**src/rtl/aagb_pkg.sv**
```systemverilog
`default_nettype none

package aagb_pkg;

	localparam int MAX_DIM = 1024;
	localparam int DIM_W = 11;
	localparam int SAT_DIM = (MAX_DIM > (2 ** DIM_W) - 1) ? (2 ** DIM_W) - 1 : MAX_DIM;
	localparam int ROW_W = $clog2(MAX_DIM);
	localparam int ADDR_W = 20;
	localparam int POS_W = 16;
	localparam int MUL_A_W = (ROW_W + 1 > 8) ? ROW_W + 1 : 8;
	localparam int MUL_B_W = DIM_W;
	localparam int MUL_P_W = MUL_A_W + MUL_B_W + 1;
	localparam int BLEND_SHIFT = 8;

	typedef enum logic [1:0] {
		KIND_START   = 2'd0,
		KIND_NEWLINE = 2'd1,
		KIND_PIXEL   = 2'd2,
		KIND_END     = 2'd3
	} kind_t;

	typedef enum logic [2:0] {
		REG_TEXT_COLOUR    = 3'd0,
		REG_COVERAGE_DEPTH = 3'd1,
		REG_TARGET_WIDTH   = 3'd2,
		REG_TARGET_HEIGHT  = 3'd3,
		REG_LINE_HEIGHT    = 3'd4
	} cfg_reg_t;

	localparam logic [1:0] DEPTH_1BIT = 2'd0;
	localparam logic [1:0] DEPTH_2BIT = 2'd1;
	localparam logic [1:0] DEPTH_4BIT = 2'd2;
	localparam logic [1:0] DEPTH_8BIT = 2'd3;

	typedef struct packed {
		kind_t              kind;
		logic signed [15:0] pos_x;
		logic signed [15:0] pos_y;
		logic [7:0]         coverage_byte;
		logic [2:0]         bit_offset;
		logic [15:0]        dest_pixel;
	} glyph_req_t;

	typedef struct packed {
		logic               write_enable;
		logic [19:0]        write_address;
		logic [15:0]        write_pixel;
		logic signed [15:0] pen_position;
	} glyph_rsp_t;

	typedef struct packed {
		logic       nonzero;
		logic       full;
		logic [7:0] alpha;
	} cov_t;

endpackage

`default_nettype wire

```
**src/rtl/aagb_cov.sv**
```systemverilog
`default_nettype none

module aagb_cov import aagb_pkg::*; (
	input  wire logic [1:0] depth,
	input  wire logic [7:0] coverage_byte,
	input  wire logic [2:0] bit_offset,
	output cov_t            cov
);

	logic [7:0] value;
	logic [7:0] max_value;
	logic [2:0] shift;

	always_comb begin
		shift = 3'd6 - {bit_offset[2:1], 1'b0};
		value = '0;
		max_value = 8'hFF;
		cov.alpha = 8'hFF;
		unique case (depth)
			DEPTH_1BIT: begin
				value = {7'd0, coverage_byte[3'd7 - bit_offset]};
				max_value = 8'h01;
			end
			DEPTH_2BIT: begin
				value = (coverage_byte >> shift) & 8'h03;
				max_value = 8'h03;
				cov.alpha = {4{value[1:0]}};
			end
			DEPTH_4BIT: begin
				value = bit_offset[2] ? {4'd0, coverage_byte[3:0]} : {4'd0, coverage_byte[7:4]};
				max_value = 8'h0F;
				cov.alpha = {2{value[3:0]}};
			end
			default: begin
				value = coverage_byte;
				max_value = 8'hFF;
				cov.alpha = coverage_byte;
			end
		endcase
		cov.nonzero = (value != 8'd0);
		cov.full = (value == max_value);
	end

endmodule

`default_nettype wire

```
**src/rtl/aagb_mul.sv**
```systemverilog
`default_nettype none

module aagb_mul import aagb_pkg::*; (
	input  wire logic                      clk,
	input  wire logic signed [MUL_A_W-1:0] op_a,
	input  wire logic [MUL_B_W-1:0]        op_b,
	output logic signed [MUL_P_W-1:0]      prod_q
);

	logic signed [MUL_B_W:0] op_b_ext;

	assign op_b_ext = {1'b0, op_b};

	always_ff @(posedge clk) begin
		prod_q <= MUL_P_W'(op_a * op_b_ext);
	end

endmodule

`default_nettype wire

```
**src/rtl/aa_glyph_blit_rgb565_unit.sv**
```systemverilog
`default_nettype none

// Channel  Direction  Handshake             Payload
// in       input      in_valid / in_stall   glyph_req_t
// out      output     out_valid / out_stall glyph_rsp_t
// cfg      input      cfg_we                cfg_index, cfg_data
//
// A start, newline or glyph end request runs S_EXEC then S_DONE, as does a pixel that is
// clipped or has zero coverage; a fully covered pixel adds S_ADDR, and a blended pixel
// adds S_ADDR, S_RED, S_GRN and S_BLU. The single shared multiplier forms the address
// product, then the red, green and blue blend products, one per cycle.
// Reset clears the pen, line and origin positions and loads the register defaults.
// in_stall is high from acceptance until the result enters the output register, which
// waits while an earlier result is held by out_stall.
module aa_glyph_blit_rgb565_unit import aagb_pkg::*; (
	input  wire logic        clk,
	input  wire logic        arst_n,
	input  wire logic        in_valid,
	output logic             in_stall,
	input  wire glyph_req_t  in_data,
	output logic             out_valid,
	input  wire logic        out_stall,
	output glyph_rsp_t       out_data,
	input  wire logic        cfg_we,
	input  wire logic [2:0]  cfg_index,
	input  wire logic [15:0] cfg_data
);

	typedef enum logic [2:0] {
		S_IDLE,
		S_EXEC,
		S_ADDR,
		S_RED,
		S_GRN,
		S_BLU,
		S_DONE
	} state_t;

	state_t state_q;

	logic [15:0]      text_colour_q;
	logic [1:0]       coverage_depth_q;
	logic [DIM_W-1:0] target_width_q;
	logic [DIM_W-1:0] target_height_q;
	logic [7:0]       line_height_q;

	logic [15:0] pen_x_q;
	logic [15:0] line_y_q;
	logic [15:0] origin_x_q;

	glyph_req_t       req_q;
	glyph_rsp_t       res_q;
	glyph_rsp_t       out_q;
	logic             out_valid_q;
	logic [DIM_W-1:0] col_q;
	logic             full_q;
	logic [7:0]       alpha_q;

	cov_t                      cov;
	logic signed [MUL_A_W-1:0] mul_a;
	logic [MUL_B_W-1:0]        mul_b;
	logic signed [MUL_P_W-1:0] prod_q;

	logic [DIM_W-1:0]   width_eff;
	logic [DIM_W-1:0]   height_eff;
	logic [7:0]         line_step;
	logic signed [16:0] col;
	logic signed [16:0] row;
	logic               col_ok;
	logic               row_ok;
	logic               pix_write;
	logic [6:0]         diff_r;
	logic [6:0]         diff_g;
	logic [6:0]         diff_b;
	logic [5:0]         sum_r;
	logic [5:0]         sum_b;

	function automatic logic [5:0] blend_sum(input logic [5:0] d,
			input logic signed [MUL_P_W-1:0] p);
		logic signed [MUL_P_W-1:0] s;
		s = p >>> BLEND_SHIFT;
		return d + s[5:0];
	endfunction

	aagb_cov u_cov (
		.depth         (coverage_depth_q),
		.coverage_byte (req_q.coverage_byte),
		.bit_offset    (req_q.bit_offset),
		.cov           (cov)
	);

	aagb_mul u_mul (
		.clk    (clk),
		.op_a   (mul_a),
		.op_b   (mul_b),
		.prod_q (prod_q)
	);

	assign width_eff = (target_width_q > DIM_W'(SAT_DIM)) ? DIM_W'(SAT_DIM) : target_width_q;
	assign height_eff = (target_height_q > DIM_W'(SAT_DIM)) ? DIM_W'(SAT_DIM) : target_height_q;
	assign line_step = (line_height_q == 8'd0) ? 8'd1 : line_height_q;

	assign col = {pen_x_q[15], pen_x_q} + {req_q.pos_x[15], req_q.pos_x};
	assign row = {line_y_q[15], line_y_q} + {req_q.pos_y[15], req_q.pos_y};
	assign col_ok = !col[16] && (col[15:0] < 16'(width_eff));
	assign row_ok = !row[16] && (row[15:0] < 16'(height_eff));
	assign pix_write = (req_q.kind == KIND_PIXEL) && cov.nonzero && col_ok && row_ok;

	assign diff_r = {2'b00, text_colour_q[15:11]} - {2'b00, req_q.dest_pixel[15:11]};
	assign diff_g = {1'b0, text_colour_q[10:5]} - {1'b0, req_q.dest_pixel[10:5]};
	assign diff_b = {2'b00, text_colour_q[4:0]} - {2'b00, req_q.dest_pixel[4:0]};

	assign sum_r = blend_sum({1'b0, req_q.dest_pixel[15:11]}, prod_q);
	assign sum_b = blend_sum({1'b0, req_q.dest_pixel[4:0]}, prod_q);

	always_comb begin
		mul_a = '0;
		mul_b = '0;
		unique case (state_q)
			S_EXEC: begin
				mul_a = MUL_A_W'({1'b0, row[ROW_W-1:0]});
				mul_b = width_eff;
			end
			S_ADDR: begin
				mul_a = {{(MUL_A_W-7){diff_r[6]}}, diff_r};
				mul_b = MUL_B_W'(alpha_q);
			end
			S_RED: begin
				mul_a = {{(MUL_A_W-7){diff_g[6]}}, diff_g};
				mul_b = MUL_B_W'(alpha_q);
			end
			S_GRN: begin
				mul_a = {{(MUL_A_W-7){diff_b[6]}}, diff_b};
				mul_b = MUL_B_W'(alpha_q);
			end
			default: begin
				mul_a = '0;
				mul_b = '0;
			end
		endcase
	end

	always_ff @(posedge clk or negedge arst_n) begin
		if (!arst_n) begin
			state_q <= S_IDLE;
			text_colour_q <= 16'hFFFF;
			coverage_depth_q <= DEPTH_4BIT;
			target_width_q <= DIM_W'(512);
			target_height_q <= DIM_W'(512);
			line_height_q <= 8'd16;
			pen_x_q <= '0;
			line_y_q <= '0;
			origin_x_q <= '0;
			out_valid_q <= 1'b0;
			req_q <= '0;
			res_q <= '0;
			out_q <= '0;
			col_q <= '0;
			full_q <= 1'b0;
			alpha_q <= '0;
		end else begin
			if (cfg_we) begin
				unique case (cfg_index)
					REG_TEXT_COLOUR:    text_colour_q <= cfg_data;
					REG_COVERAGE_DEPTH: coverage_depth_q <= cfg_data[1:0];
					REG_TARGET_WIDTH:   target_width_q <= cfg_data[DIM_W-1:0];
					REG_TARGET_HEIGHT:  target_height_q <= cfg_data[DIM_W-1:0];
					REG_LINE_HEIGHT:    line_height_q <= cfg_data[7:0];
					default: ;
				endcase
			end
			if (out_valid_q && !out_stall && state_q != S_DONE) begin
				out_valid_q <= 1'b0;
			end
			unique case (state_q)
				S_IDLE: begin
					if (in_valid) begin
						req_q <= in_data;
						state_q <= S_EXEC;
					end
				end
				S_EXEC: begin
					res_q.write_enable <= pix_write;
					res_q.write_address <= '0;
					res_q.write_pixel <= '0;
					state_q <= pix_write ? S_ADDR : S_DONE;
					unique case (req_q.kind)
						KIND_START: begin
							pen_x_q <= req_q.pos_x;
							origin_x_q <= req_q.pos_x;
							line_y_q <= req_q.pos_y;
							res_q.pen_position <= req_q.pos_x;
						end
						KIND_NEWLINE: begin
							pen_x_q <= origin_x_q;
							line_y_q <= line_y_q + {8'd0, line_step};
							res_q.pen_position <= origin_x_q;
						end
						KIND_END: begin
							pen_x_q <= pen_x_q + req_q.pos_x;
							res_q.pen_position <= pen_x_q + req_q.pos_x;
						end
						default: begin
							res_q.pen_position <= pen_x_q;
							col_q <= col[DIM_W-1:0];
							full_q <= cov.full;
							alpha_q <= cov.alpha;
						end
					endcase
				end
				S_ADDR: begin
					res_q.write_address <= prod_q[ADDR_W-1:0] + ADDR_W'(col_q);
					if (full_q) begin
						res_q.write_pixel <= text_colour_q;
						state_q <= S_DONE;
					end else begin
						state_q <= S_RED;
					end
				end
				S_RED: begin
					res_q.write_pixel[15:11] <= sum_r[4:0];
					state_q <= S_GRN;
				end
				S_GRN: begin
					res_q.write_pixel[10:5] <= blend_sum(req_q.dest_pixel[10:5], prod_q);
					state_q <= S_BLU;
				end
				S_BLU: begin
					res_q.write_pixel[4:0] <= sum_b[4:0];
					state_q <= S_DONE;
				end
				S_DONE: begin
					if (!out_valid_q || !out_stall) begin
						out_q <= res_q;
						out_valid_q <= 1'b1;
						state_q <= S_IDLE;
					end
				end
				default: state_q <= S_IDLE;
			endcase
		end
	end

	assign in_stall = (state_q != S_IDLE);
	assign out_valid = out_valid_q;
	assign out_data = out_q;

	a_busy_after_accept: assert property (@(posedge clk) disable iff (!arst_n)
		(in_valid && !in_stall) |=> in_stall)
		else $error("block not busy after accepting a request");

	a_no_write_clean: assert property (@(posedge clk) disable iff (!arst_n)
		(out_valid && !out_data.write_enable) |->
			(out_data.write_address == '0 && out_data.write_pixel == '0))
		else $error("result without write carries address or pixel");

	a_result_from_busy: assert property (@(posedge clk) disable iff (!arst_n)
		$rose(out_valid) |-> $past(in_stall))
		else $error("result appeared without a request in progress");

endmodule

`default_nettype wire
```
**config.mk**
```make
export PLATFORM = sky130hd
export DESIGN_NAME = aa_glyph_blit_rgb565_unit
export DESIGN_NICKNAME = d
export VERILOG_FILES = /design/src/rtl/aagb_pkg.sv /design/src/rtl/aagb_cov.sv /design/src/rtl/aagb_mul.sv /design/src/rtl/aa_glyph_blit_rgb565_unit.sv
export SDC_FILE = /design/constraint.sdc
export NUM_CORES = 1
export LEC_CHECK = 0
export BUFFER_PORTS_ARGS = -buffer_cell sky130_fd_sc_hd__buf_2
export CAP_MARGIN = 20
export CORE_MARGIN = 1.5
export CORE_UTILIZATION = 40
export CTS_CLUSTER_SIZE = 14
export DETAILED_ROUTE_END_ITERATION = 10
export GPL_TIMING_DRIVEN = 0
export HOLD_SLACK_MARGIN = 0.15
export PLACE_DENSITY_LB_ADDON = 0.1
export SYNTH_ARGS = -nofsm -noshare
export SYNTH_HDL_FRONTEND = slang
export SYNTH_HIERARCHICAL = 1
export SYNTH_SLANG_ARGS = --single-unit
```
**constraint.sdc**
```tcl
create_clock -name clk -period 7.38 [get_ports clk]
set_input_delay 0.369 -clock clk [delete_from_list [all_inputs] [get_ports clk]]
set_output_delay 0.369 -clock clk [all_outputs]
set_load 0.005 [all_outputs]
```
== Word-level counts from Yosys, hierarchy flattened ==
Index checks and enable logic that the tools add are counted.

* Logic and storage cells: 138
* Output and inout port bits: 55
* Flip-flop bits (word level): 291

* $mul: 1
* Bitwise operators: 1
* Mux-type cells: 26
* Equal/unequal tests: 20
* Reduce and logical (&&, ||, !) cells: 42
* Shift operators: 1
* Order comparisons: 5
* Add/subtract/negate cells: 13

{| class="wikitable"
|+ Operators with widths
! cell !! count
|-
| 8-bit one-hot mux with 3 select lines || 3
|-
| 16-bit one-hot mux with 3 select lines || 1
|-
| 11-bit one-hot mux with 4 select lines || 1
|-
| 20-bit one-hot mux with 2 select lines || 1
|-
| 16-bit by 16-bit adder with 17-bit output || 2
|-
| 16-bit by 11-bit less-than comparator with 1-bit output || 2
|-
| 16-bit one-hot mux with 2 select lines || 1
|-
| 5-bit one-hot mux with 3 select lines || 2
|-
| 2-bit AND reduction || 15
|-
| 11-bit greater-than comparator, second input constant || 2
|-
| 11-bit two-way mux || 2
|-
| 11-bit one-hot mux with 2 select lines || 1
|-
| 3-bit one-hot mux with 7 select lines || 1
|-
| 20-bit by 11-bit adder with 20-bit output || 1
|-
| 11-bit by 12-bit multiplier with 20-bit output || 1
|-
| 6-bit one-hot mux with 3 select lines || 1
|-
| 16-bit adder || 1
|-
| 16-bit by 8-bit adder with 16-bit output || 1
|-
| 16-bit two-way mux || 1
|-
| 3-bit nonzero test || 5
|-
| 3-bit by 2-bit == test with 1-bit output, second input constant || 4
|-
| 3-bit == test, second input constant || 4
|-
| 3-bit two-way mux || 4
|-
| 5-bit by 5-bit subtractor with 6-bit output || 2
|-
| 26 further kinds || 50
|}

== Depth between registers and ports, before layout ==
Gate-level depths: netlist of run 1.

* Depth after elaboration: 10
* Depth in mapped cells: 29

== Modules after synthesis ==
Netlist of run 1, hierarchy kept.

{| class="wikitable"
|+ By module, submodules not included
! module !! area an instance (sq um) !! seq. area each (sq um) !! times used !! cells an instance
|-
| aa_glyph_blit_rgb565_unit || 15248.4 || 6806.5 || 1 || 1514
|-
| aagb_mul || 4772.1 || 460.4 || 1 || 542
|-
| aagb_cov || 461.7 || 0.0 || 1 || 66
|}

== Least setup slack after synthesis of run 1 ==
Ideal clock, no wire load.

* Kind: register -> register
* Start point: register line_y_q[0]
* End point: register u_mul/prod_q[21] (netlist name)
* Setup time: 0.123 ns
* Stages on the path, launching flop included: 26
* Buffers on the path: 1
* Data required time: 7.257 ns
* Arrival time: 6.057 ns
* Slack: 1.200 ns
* Cell sequence: dfrtp_1 > ha_1 > fa_1 > a211oi_1 > o21ai_0 > a31oi_1 > xnor2_1 > nand2_1 > nand2_1 > clkbuf_1 > nand2_1 > fa_1 > fa_1 > inv_1 > fa_1 > fa_1 > inv_1 > fa_1 > inv_1 > ha_1 > a21o_1 > a21oi_1 > nor2b_1 > a311oi_2 > o211ai_2 > xor2_1

{| class="wikitable"
|+ RTL lines
! what !! line !! source
|-
| start: declaration || aa_glyph_blit_rgb565_unit.sv:48 || <nowiki>logic [15:0] line_y_q;</nowiki>
|-
| start signal: assignment || aa_glyph_blit_rgb565_unit.sv:191 || <nowiki>line_y_q <= req_q.pos_y;</nowiki>
|-
| start signal: assignment || aa_glyph_blit_rgb565_unit.sv:196 || <nowiki>line_y_q <= line_y_q + {8'd0, line_step};</nowiki>
|}

== Worst setup path after layout of run 1 ==
* Start point: register state_q[0]
* End point: register u_mul.prod_q[19]

* Elaborated cells on any way between the ends: 8

{| class="wikitable"
|+ RTL lines
! what !! line !! source
|-
| start: declaration || aa_glyph_blit_rgb565_unit.sv:39 || <nowiki>state_t state_q;</nowiki>
|-
| start signal: assignment || aa_glyph_blit_rgb565_unit.sv:186 || <nowiki>state_q <= pix_write ? S_ADDR : S_DONE;</nowiki>
|-
| 3-bit == test (tied with other cells) || aa_glyph_blit_rgb565_unit.sv:119 || <nowiki>unique case (state_q)</nowiki>
|-
| 11-bit one-hot mux with 4 select lines * || aa_glyph_blit_rgb565_unit.sv:119 ||
|-
| net mul_a[2] || aa_glyph_blit_rgb565_unit.sv:60 || <nowiki>logic signed [MUL_A_W-1:0] mul_a;</nowiki>
|-
| 11-bit by 12-bit multiplier with 20-bit output * || aagb_mul.sv:15 || <nowiki>prod_q <= MUL_P_W'(op_a * op_b_ext);</nowiki>
|-
| end signal: assignment || aagb_mul.sv:15 ||
|-
| end: declaration || aagb_mul.sv:7 || <nowiki>output logic signed [MUL_P_W-1:0] prod_q</nowiki>
|}

Mark *: on every way through the listed nets, which the timed path passes. The rest lies on a longest branch.
A chain may end at the register's enable or synchronous reset.

==> results.md, run 1 <==
- Status: completed
- Drt initial violations: ~1100
- Vias: about 16000
- Final hold slack: between 150 and 200 ps
- Setup WS pre-CTS: -77.42 ps
- Final Hold Viols: 0
- Die Area: roughly 52000 um^2
- Antenna violations before repair: 1
- Syn nets: around 2400
- H-Tree Depth: 2
- Share of cells above drive strength 1: 0.1772
- Pin count of the biggest net entering global routing: between 90 and 100
- Crit Path Class: register to register
- Number of global-route vias before repair: between 15000 and 20000
- Tot GR Track Use: 0.2337
- MaxCap Viol Count: 0
- Post-route minimum period: around 7000 ps
- Worst Path Required: between 7000 and 8000 ps
- P_leak: about 11 nW
- Core area: roughly 50000 um^2
- Synth warn: 6
- Startpoint Class: register
- Global route overflow: 0
- Hold crit path type: input port to register
- Clock Path Buffers: 3
- Clk_lat worst skew: between 500 and 600 ps
- # clock sinks: approximately 290
- Met3 Usage GRT: 0.03317
- Nets: 2668
- Routed wire length per instance: around 19 um
- Power Density: about 530 nW/um^2
- CTS clk-pin slew, worst paths: approximately 60 ps
- Worst-margin pin slew: around 1100 ps
- Post-synthesis cell area: 20120 um^2
- Avg Inst Size Synth: 9.684 um^2
- Crit-path max FO: 10
- Setup violators final: 0
- Area growth, synth to finish: 17.84%
- Fill cells: between 4000 and 5000
- Final slew viol count: 0
- Final ANT Viol Nets: 0
- First-pass GRT wire length: between 90000 and 100000 um
- Crit path DAT: 7440 ps
- Layout Skew: ~25 ps
- Post-CTS Setup Inserts: 0
- Vias per cell: 5.244
- Total Power: 12.63 mW
- Starting Density: 0.4036
- Non-Filler Instances: ~3000
- RSZ-0062 raised after global routing: false
- Crit end category: register
- Crit share post-route: 0.9531
- Port buffer count: about 140
- Total Wirelength: 58130 um
- Met2 usage: 0.3642
- CTS tree: yes
- Util after Layout: 0.4756
- Rel. slew slack: 0.2472
- DR pass1 iterations: 5
- CTS buffer count: 37
- Cells after Synth: around 2100
- DRC Markers: 0
- Die Y: 227.3 um
- Row cnt: ~80
- I/O pin total: 140
- Post-DP HPWL: between 40000 and 50000 um
- Root Driver: clkbuf_16
- Maximum vdd drop: 230.4 uV
- Final GP Congestion: 0.8786
- Placed insts: just under 3000
- Grt met1 use: 0.3388
- Die Wd: between 200 and 250 um
- Final worst-path setup slack: 346.2 ps
- Max frequency: 142.2 MHz
- Busiest grt layer: met2
## state kept, by name, indices dropped and copies added, names as in the netlist, 2 cells and up
name and flops:
alpha_q 8, coverage_depth_q 2, out_data 53, line_height_q 8, origin_x_q 16, col_q 11
u_mul/prod_q 20, res_q 53, text_colour_q 16, req_q 61, state_q 3, target_height_q 11
line_y_q 16, target_width_q 11
## cell type report
class	instances	area (um^2)	share of cell area
multi-input cells	1507	11840	0.4991
flip-flops and latches	291	7207	0.3039
repair buffers	216	1506	0.06352
clock buffers	53	1089	0.04590
well taps	672	840.8	0.03545
inverters	182	683.2	0.02881
plain buffers	95	411.6	0.01736
clock inverters	15	136.4	0.005751
diodes	2	5.005	0.0002110
## final timing paths
kind | cells after the start | end | startpoint | slack [ps]
max | 23 | u_mul/prod_q[19] | state_q[0] | 350
min | 3 | out_valid | out_stall | 170
max reg2reg | 23 | u_mul/prod_q[19] | state_q[0] | 350
min reg2reg | 2 | origin_x_q[3] | origin_x_q[3] | 470
max in group asynchronous | 4 | line_height_q[4] | arst_n | 5680
min in group asynchronous | 2 | out_data[11] | arst_n | 380
## worst max-delay path, stage by stage (launching register included)
cell	delay, ps
dfrtp_1	340
buf_2	210
nor2b_1	370
nor2b_1	420
clkbuf_4	370
buf_2	350
a22oi_1	150
o221ai_1	150
clkbuf_2	310
nand2_1	110
fa_1	510
fa_1	450
fa_1	490
inv_1	50
fa_1	520
inv_1	40
fa_1	470
inv_1	40
ha_1	340
nand4b_1	180
a21oi_2	320
o211a_1	260
nor3_1	70
a211o_1	330
## layer usage
metal	vias to the layer above	wire length (um)
li1	7597	-
met1	7828	28230
met2	410	25540
met3	69	2938
met4	0	1418
met5	-	0
## placed cells by master (no fill, tap or decap), drive strengths merged, types with 7 or more instances in the layout
| cell type | count |
|---|---|
| clkbuf | 127 |
| dfrtp | 251 |
| nor2 | 90 |
| a21o | 39 |
| a21oi | 105 |
| o22ai | 24 |
| a311oi | 7 |
| dfstp | 20 |
| a22oi | 24 |
| a211oi | 10 |
| xor2 | 33 |
| and2 | 59 |
| o211ai | 7 |
| nor3 | 28 |
| and3 | 16 |
| a31oi | 10 |
| a22o | 13 |
| nor2b | 17 |
| o21a | 12 |
| ha | 162 |
| dlygate4sd3 | 74 |
| mux2i | 20 |
| buf | 163 |
| mux2 | 129 |
| o21ai | 124 |
| nand2 | 296 |
| nand2b | 24 |
| inv | 184 |
| fa | 91 |
| xnor2 | 47 |
| nand3 | 33 |
| dfxtp | 20 |
| clkinv | 10 |
## power by group
part,leakage [nW],total (mW),switching [mW],internal (mW)
Clock,0.610,1.83,0.726,1.10
Combinational,7.21,7.91,4.70,3.22
Sequential,3.51,2.89,0.599,2.29
## metrics by stage
stage / setup TNS (ps) / instance area [um^2]
global route: 0 / 23710
detailed placement: -114.8 / 21730
global placement: -145.4 / 21660
floorplan: 0 / 20120
finish: 0 / 23720
CTS: 0 / 23690
## repair_timing
item / 4_1_cts / 5_1_grt
hold buffers: 74 / 0
pin swaps: 0 / 0
setup endpoints to repair: 4 / 4
gates resized for setup: 2 / 14
endpoints found under the hold margin: 159 / 0
Note: power is estimated with default switching activity, not from simulation.
==> run 2, diff against run 1 <==
==> constraint.sdc (replaced) <==
create_clock -name clk -period 7.9 [get_ports clk]
set_input_delay 0.395 -clock clk [delete_from_list [all_inputs] [get_ports clk]]
set_output_delay 0.395 -clock clk [all_outputs]
set_load 0.005 [all_outputs]
==> results.md, run 2 (same netlist as run 1, synthesis figures left out) <==
- Status: completed
- Worst-margin pin slew: 1078 ps (-35.30 ps)
- CTS clk-pin slew, worst paths: 60 ps (about the same)
- Final hold slack: 190.2 ps (+15.83 ps)
- Crit path largest cell delay: 580 ps (+60 ps)
- Vias per cell: 5.240 (about the same)
- Setup WS pre-CTS: 442.6 ps (+520.0 ps)
- Total Wirelength: 58010 um (-0.20%)
- Core area: 49860 um^2 (unchanged)
- Final setup TNS: 0 ps (unchanged)
- Rel. slew slack: 0.2711 (+0.02387)
- Max frequency: 133.1 MHz (-6.4%)
- Commonest non-fill, non-tap cell in the layout: nand2_1
- Nets: 2669 (+0.037%)
- Final slew viol count: 0 (unchanged)
- Power Density: 498.4 nW/um^2 (-6.4%)
- Register area: 7207 um^2 (unchanged)
- Top reg by flops: req_q
- Placed insts: 2891 (unchanged)
- Non-Filler Instances: 3033 (unchanged)
- Crit-path cells: buf_2, nor2b_1, nor2b_1, buf_2, buf_1, and3_1, clkbuf_1, nand2_1, fa_1, inv_1, fa_1, fa_1, fa_1, inv_1, fa_1, inv_1, ha_1, nand2_1, a21oi_2, o211a_1, nor3_1, a211o_1
- Delay-heaviest family, CP: adder cells
- Antenna violations before repair: 1 (unchanged)
- Commonest non-fill, non-tap cells in the layout: nand2_1 (296), dfrtp_1 (251), inv_1 (181), ha_1 (162), buf_2 (149)
- P_int: 6.170 mW (-6.6%)
- Starting Density: 0.4036 (unchanged)
- DR pass1 iterations: 5 (unchanged)
- Final Hold Viols: 0 (unchanged)
- Die Y: 227.3 um (unchanged)
- Fill cells: 4848 (+0.25%)
- MaxCap Viol Count: 0 (unchanged)
- Crit-path max FO: 10 (unchanged)
- Max reg flops: 61 (unchanged)
- Post-route minimum period: 7515 ps (+481.7 ps)
- Number of global-route vias before repair: 15990 (-0.069%)
- Port buffer count: 139 (unchanged)
- Hold crit path type: input port to register
- Root Driver: clkbuf_16
- Crit path DAT: 7920 ps (+480 ps)
- Register share of total power: 0.229 (about the same)
- Crit share post-route: 0.9513 (-0.001766)
- CP max stage cell: buf_1
- Startpoint Class: register
- Row cnt: 82 (unchanged)
- Clock power frac: 0.144 (about the same)
- Maximum vdd drop: 216.5 uV (-6.0%)
- Net Sw Power: 5.633 mW (-6.5%)
- Post-DP HPWL: 44520 um (unchanged)
- Crit Path Class: register to register
- Setup violators final: 0 (unchanged)
- Clock Path Buffers: 3 (unchanged)
- Drt initial violations: 1113 (+5.8%)
- CTS buffer count: 37 (unchanged)
- Vias: 15890 (-0.075%)
- P_leak: 11.31 nW (-0.24%)
- Clk_lat worst skew: 550 ps (about the same)
- # clock sinks: 291 (unchanged)
- Final worst-path setup slack: 384.5 ps (+38.34 ps)
- Worst Path Required: 8300 ps (+510 ps)
- Crit end category: register
- Share of cells above drive strength 1: 0.1733 (-0.003889)
- I/O pin total: 140 (unchanged)
- Die Wd: 227.3 um (unchanged)
- Die Area: 51670 um^2 (unchanged)
- CP dominant cell by count: fa_1
- Area growth, synth to finish: 17.67%
- Comb pwr share: 0.627 (about the same)
- H-Tree Depth: 2 (unchanged)
- Global route overflow: 0 (unchanged)
- DRC Markers: 0 (unchanged)
- Final ANT Viol Nets: 0 (unchanged)
- Layout Skew: 23.59 ps (-1.467 ps)
- CTS tree: yes
- Sw Ratio: 0.4773 (about the same)
- RSZ-0062 raised after global routing: false
- Buf/Inv on CP: 7 (unchanged)
- Final GP Congestion: 0.8786 (unchanged)
- Routed wire length per instance: 19.13 um (-0.20%)
- Pin count of the biggest net entering global routing: 97 (unchanged)
- Total Power: 11.80 mW (-6.5%)
- First-pass GRT wire length: 91870 um (about the same)
- Multi-input logic area: 11820 um^2 (-0.12%)
- Tot GR Track Use: 0.2336 (about the same)
-- run 2: cell count changes in the layout (fill, tap and decap cells not counted), sizes merged --
cell,change
clkbuf,+3
diode,-1
dlygate4sd3,-2
-- run 2: path summary, 6_finish.rpt --
check / start / endpoint / slack, ps / depth (start not counted)
worst max-delay path: state_q[0] / u_mul/prod_q[19] / 380 / 22
worst min-delay path: in_data[9] / req_q[9] / 190 / 3
worst max register to register: state_q[0] / u_mul/prod_q[19] / 380 / 22
worst min register to register: origin_x_q[3] / origin_x_q[3] / 470 / 2
max in group asynchronous: arst_n / line_height_q[4] / 6180 / 4
min in group asynchronous: arst_n / out_data[11] / 410 / 2
-- run 2: cell type report --
type	instances	share of cell area
multi-input cells	1507	0.4993
repair buffers	214	0.06277
inverters	182	0.02885
flip-flops and latches	291	0.3043
clock buffers	53	0.04597
diodes	1	0.0001057
well taps	672	0.03551
plain buffers	98	0.01744
clock inverters	15	0.005759
-- run 2: metal layers --
layer / global-route usage / up-vias / routed length (um)
met5: 0 / - / 0
met4: 0.06345 / 0 / 1419
met3: 0.03304 / 71 / 3038
met2: 0.3636 / 406 / 25540
met1: 0.3388 / 7815 / 28020
li1: - / 7600 / -
-- run 2: worst register-to-register path, cell delays in order (launching register included) --
cell and delay [ps]:
dfrtp_1 340, buf_2 210, nor2b_1 370, nor2b_1 410
buf_2 430, buf_1 590, and3_1 330, clkbuf_1 440
nand2_1 160, fa_1 550, inv_1 60, fa_1 480
fa_1 540, fa_1 490, inv_1 50, fa_1 470
inv_1 40, ha_1 370, nand2_1 110, a21oi_2 260
o211a_1 270, nor3_1 70, a211o_1 340
-- run 2: metrics by stage --
step,utilization,instance area (um^2)
floorplan,-,20120
global placement,0.4344,21660
detailed placement,0.4357,21730
CTS,0.4747,23670
global route,0.4749,23680
finish,0.4749,23680
-- run 2: timing repair --
| item | in CTS | in global routing |
|---|---|---|
| gates resized for setup | 0 | 1 |
| endpoints found under the hold margin | 157 | 0 |
| endpoints found under the setup margin | 0 | 1 |
| hold buffers | 72 | 0 |
| buffers inserted | 0 | 0 |
-- run 2: power groups by stage --
stage / logic (mW) / registers [mW] / clock network (mW)
after floorplan: 5.35 / 2.51 / 0
after global placement: 7.24 / 2.70 / 0
after detailed placement: 7.32 / 2.72 / 0
after CTS: 7.42 / 2.70 / 1.74
after global routing: 8.34 / 2.79 / 1.80
final: 7.40 / 2.70 / 1.70
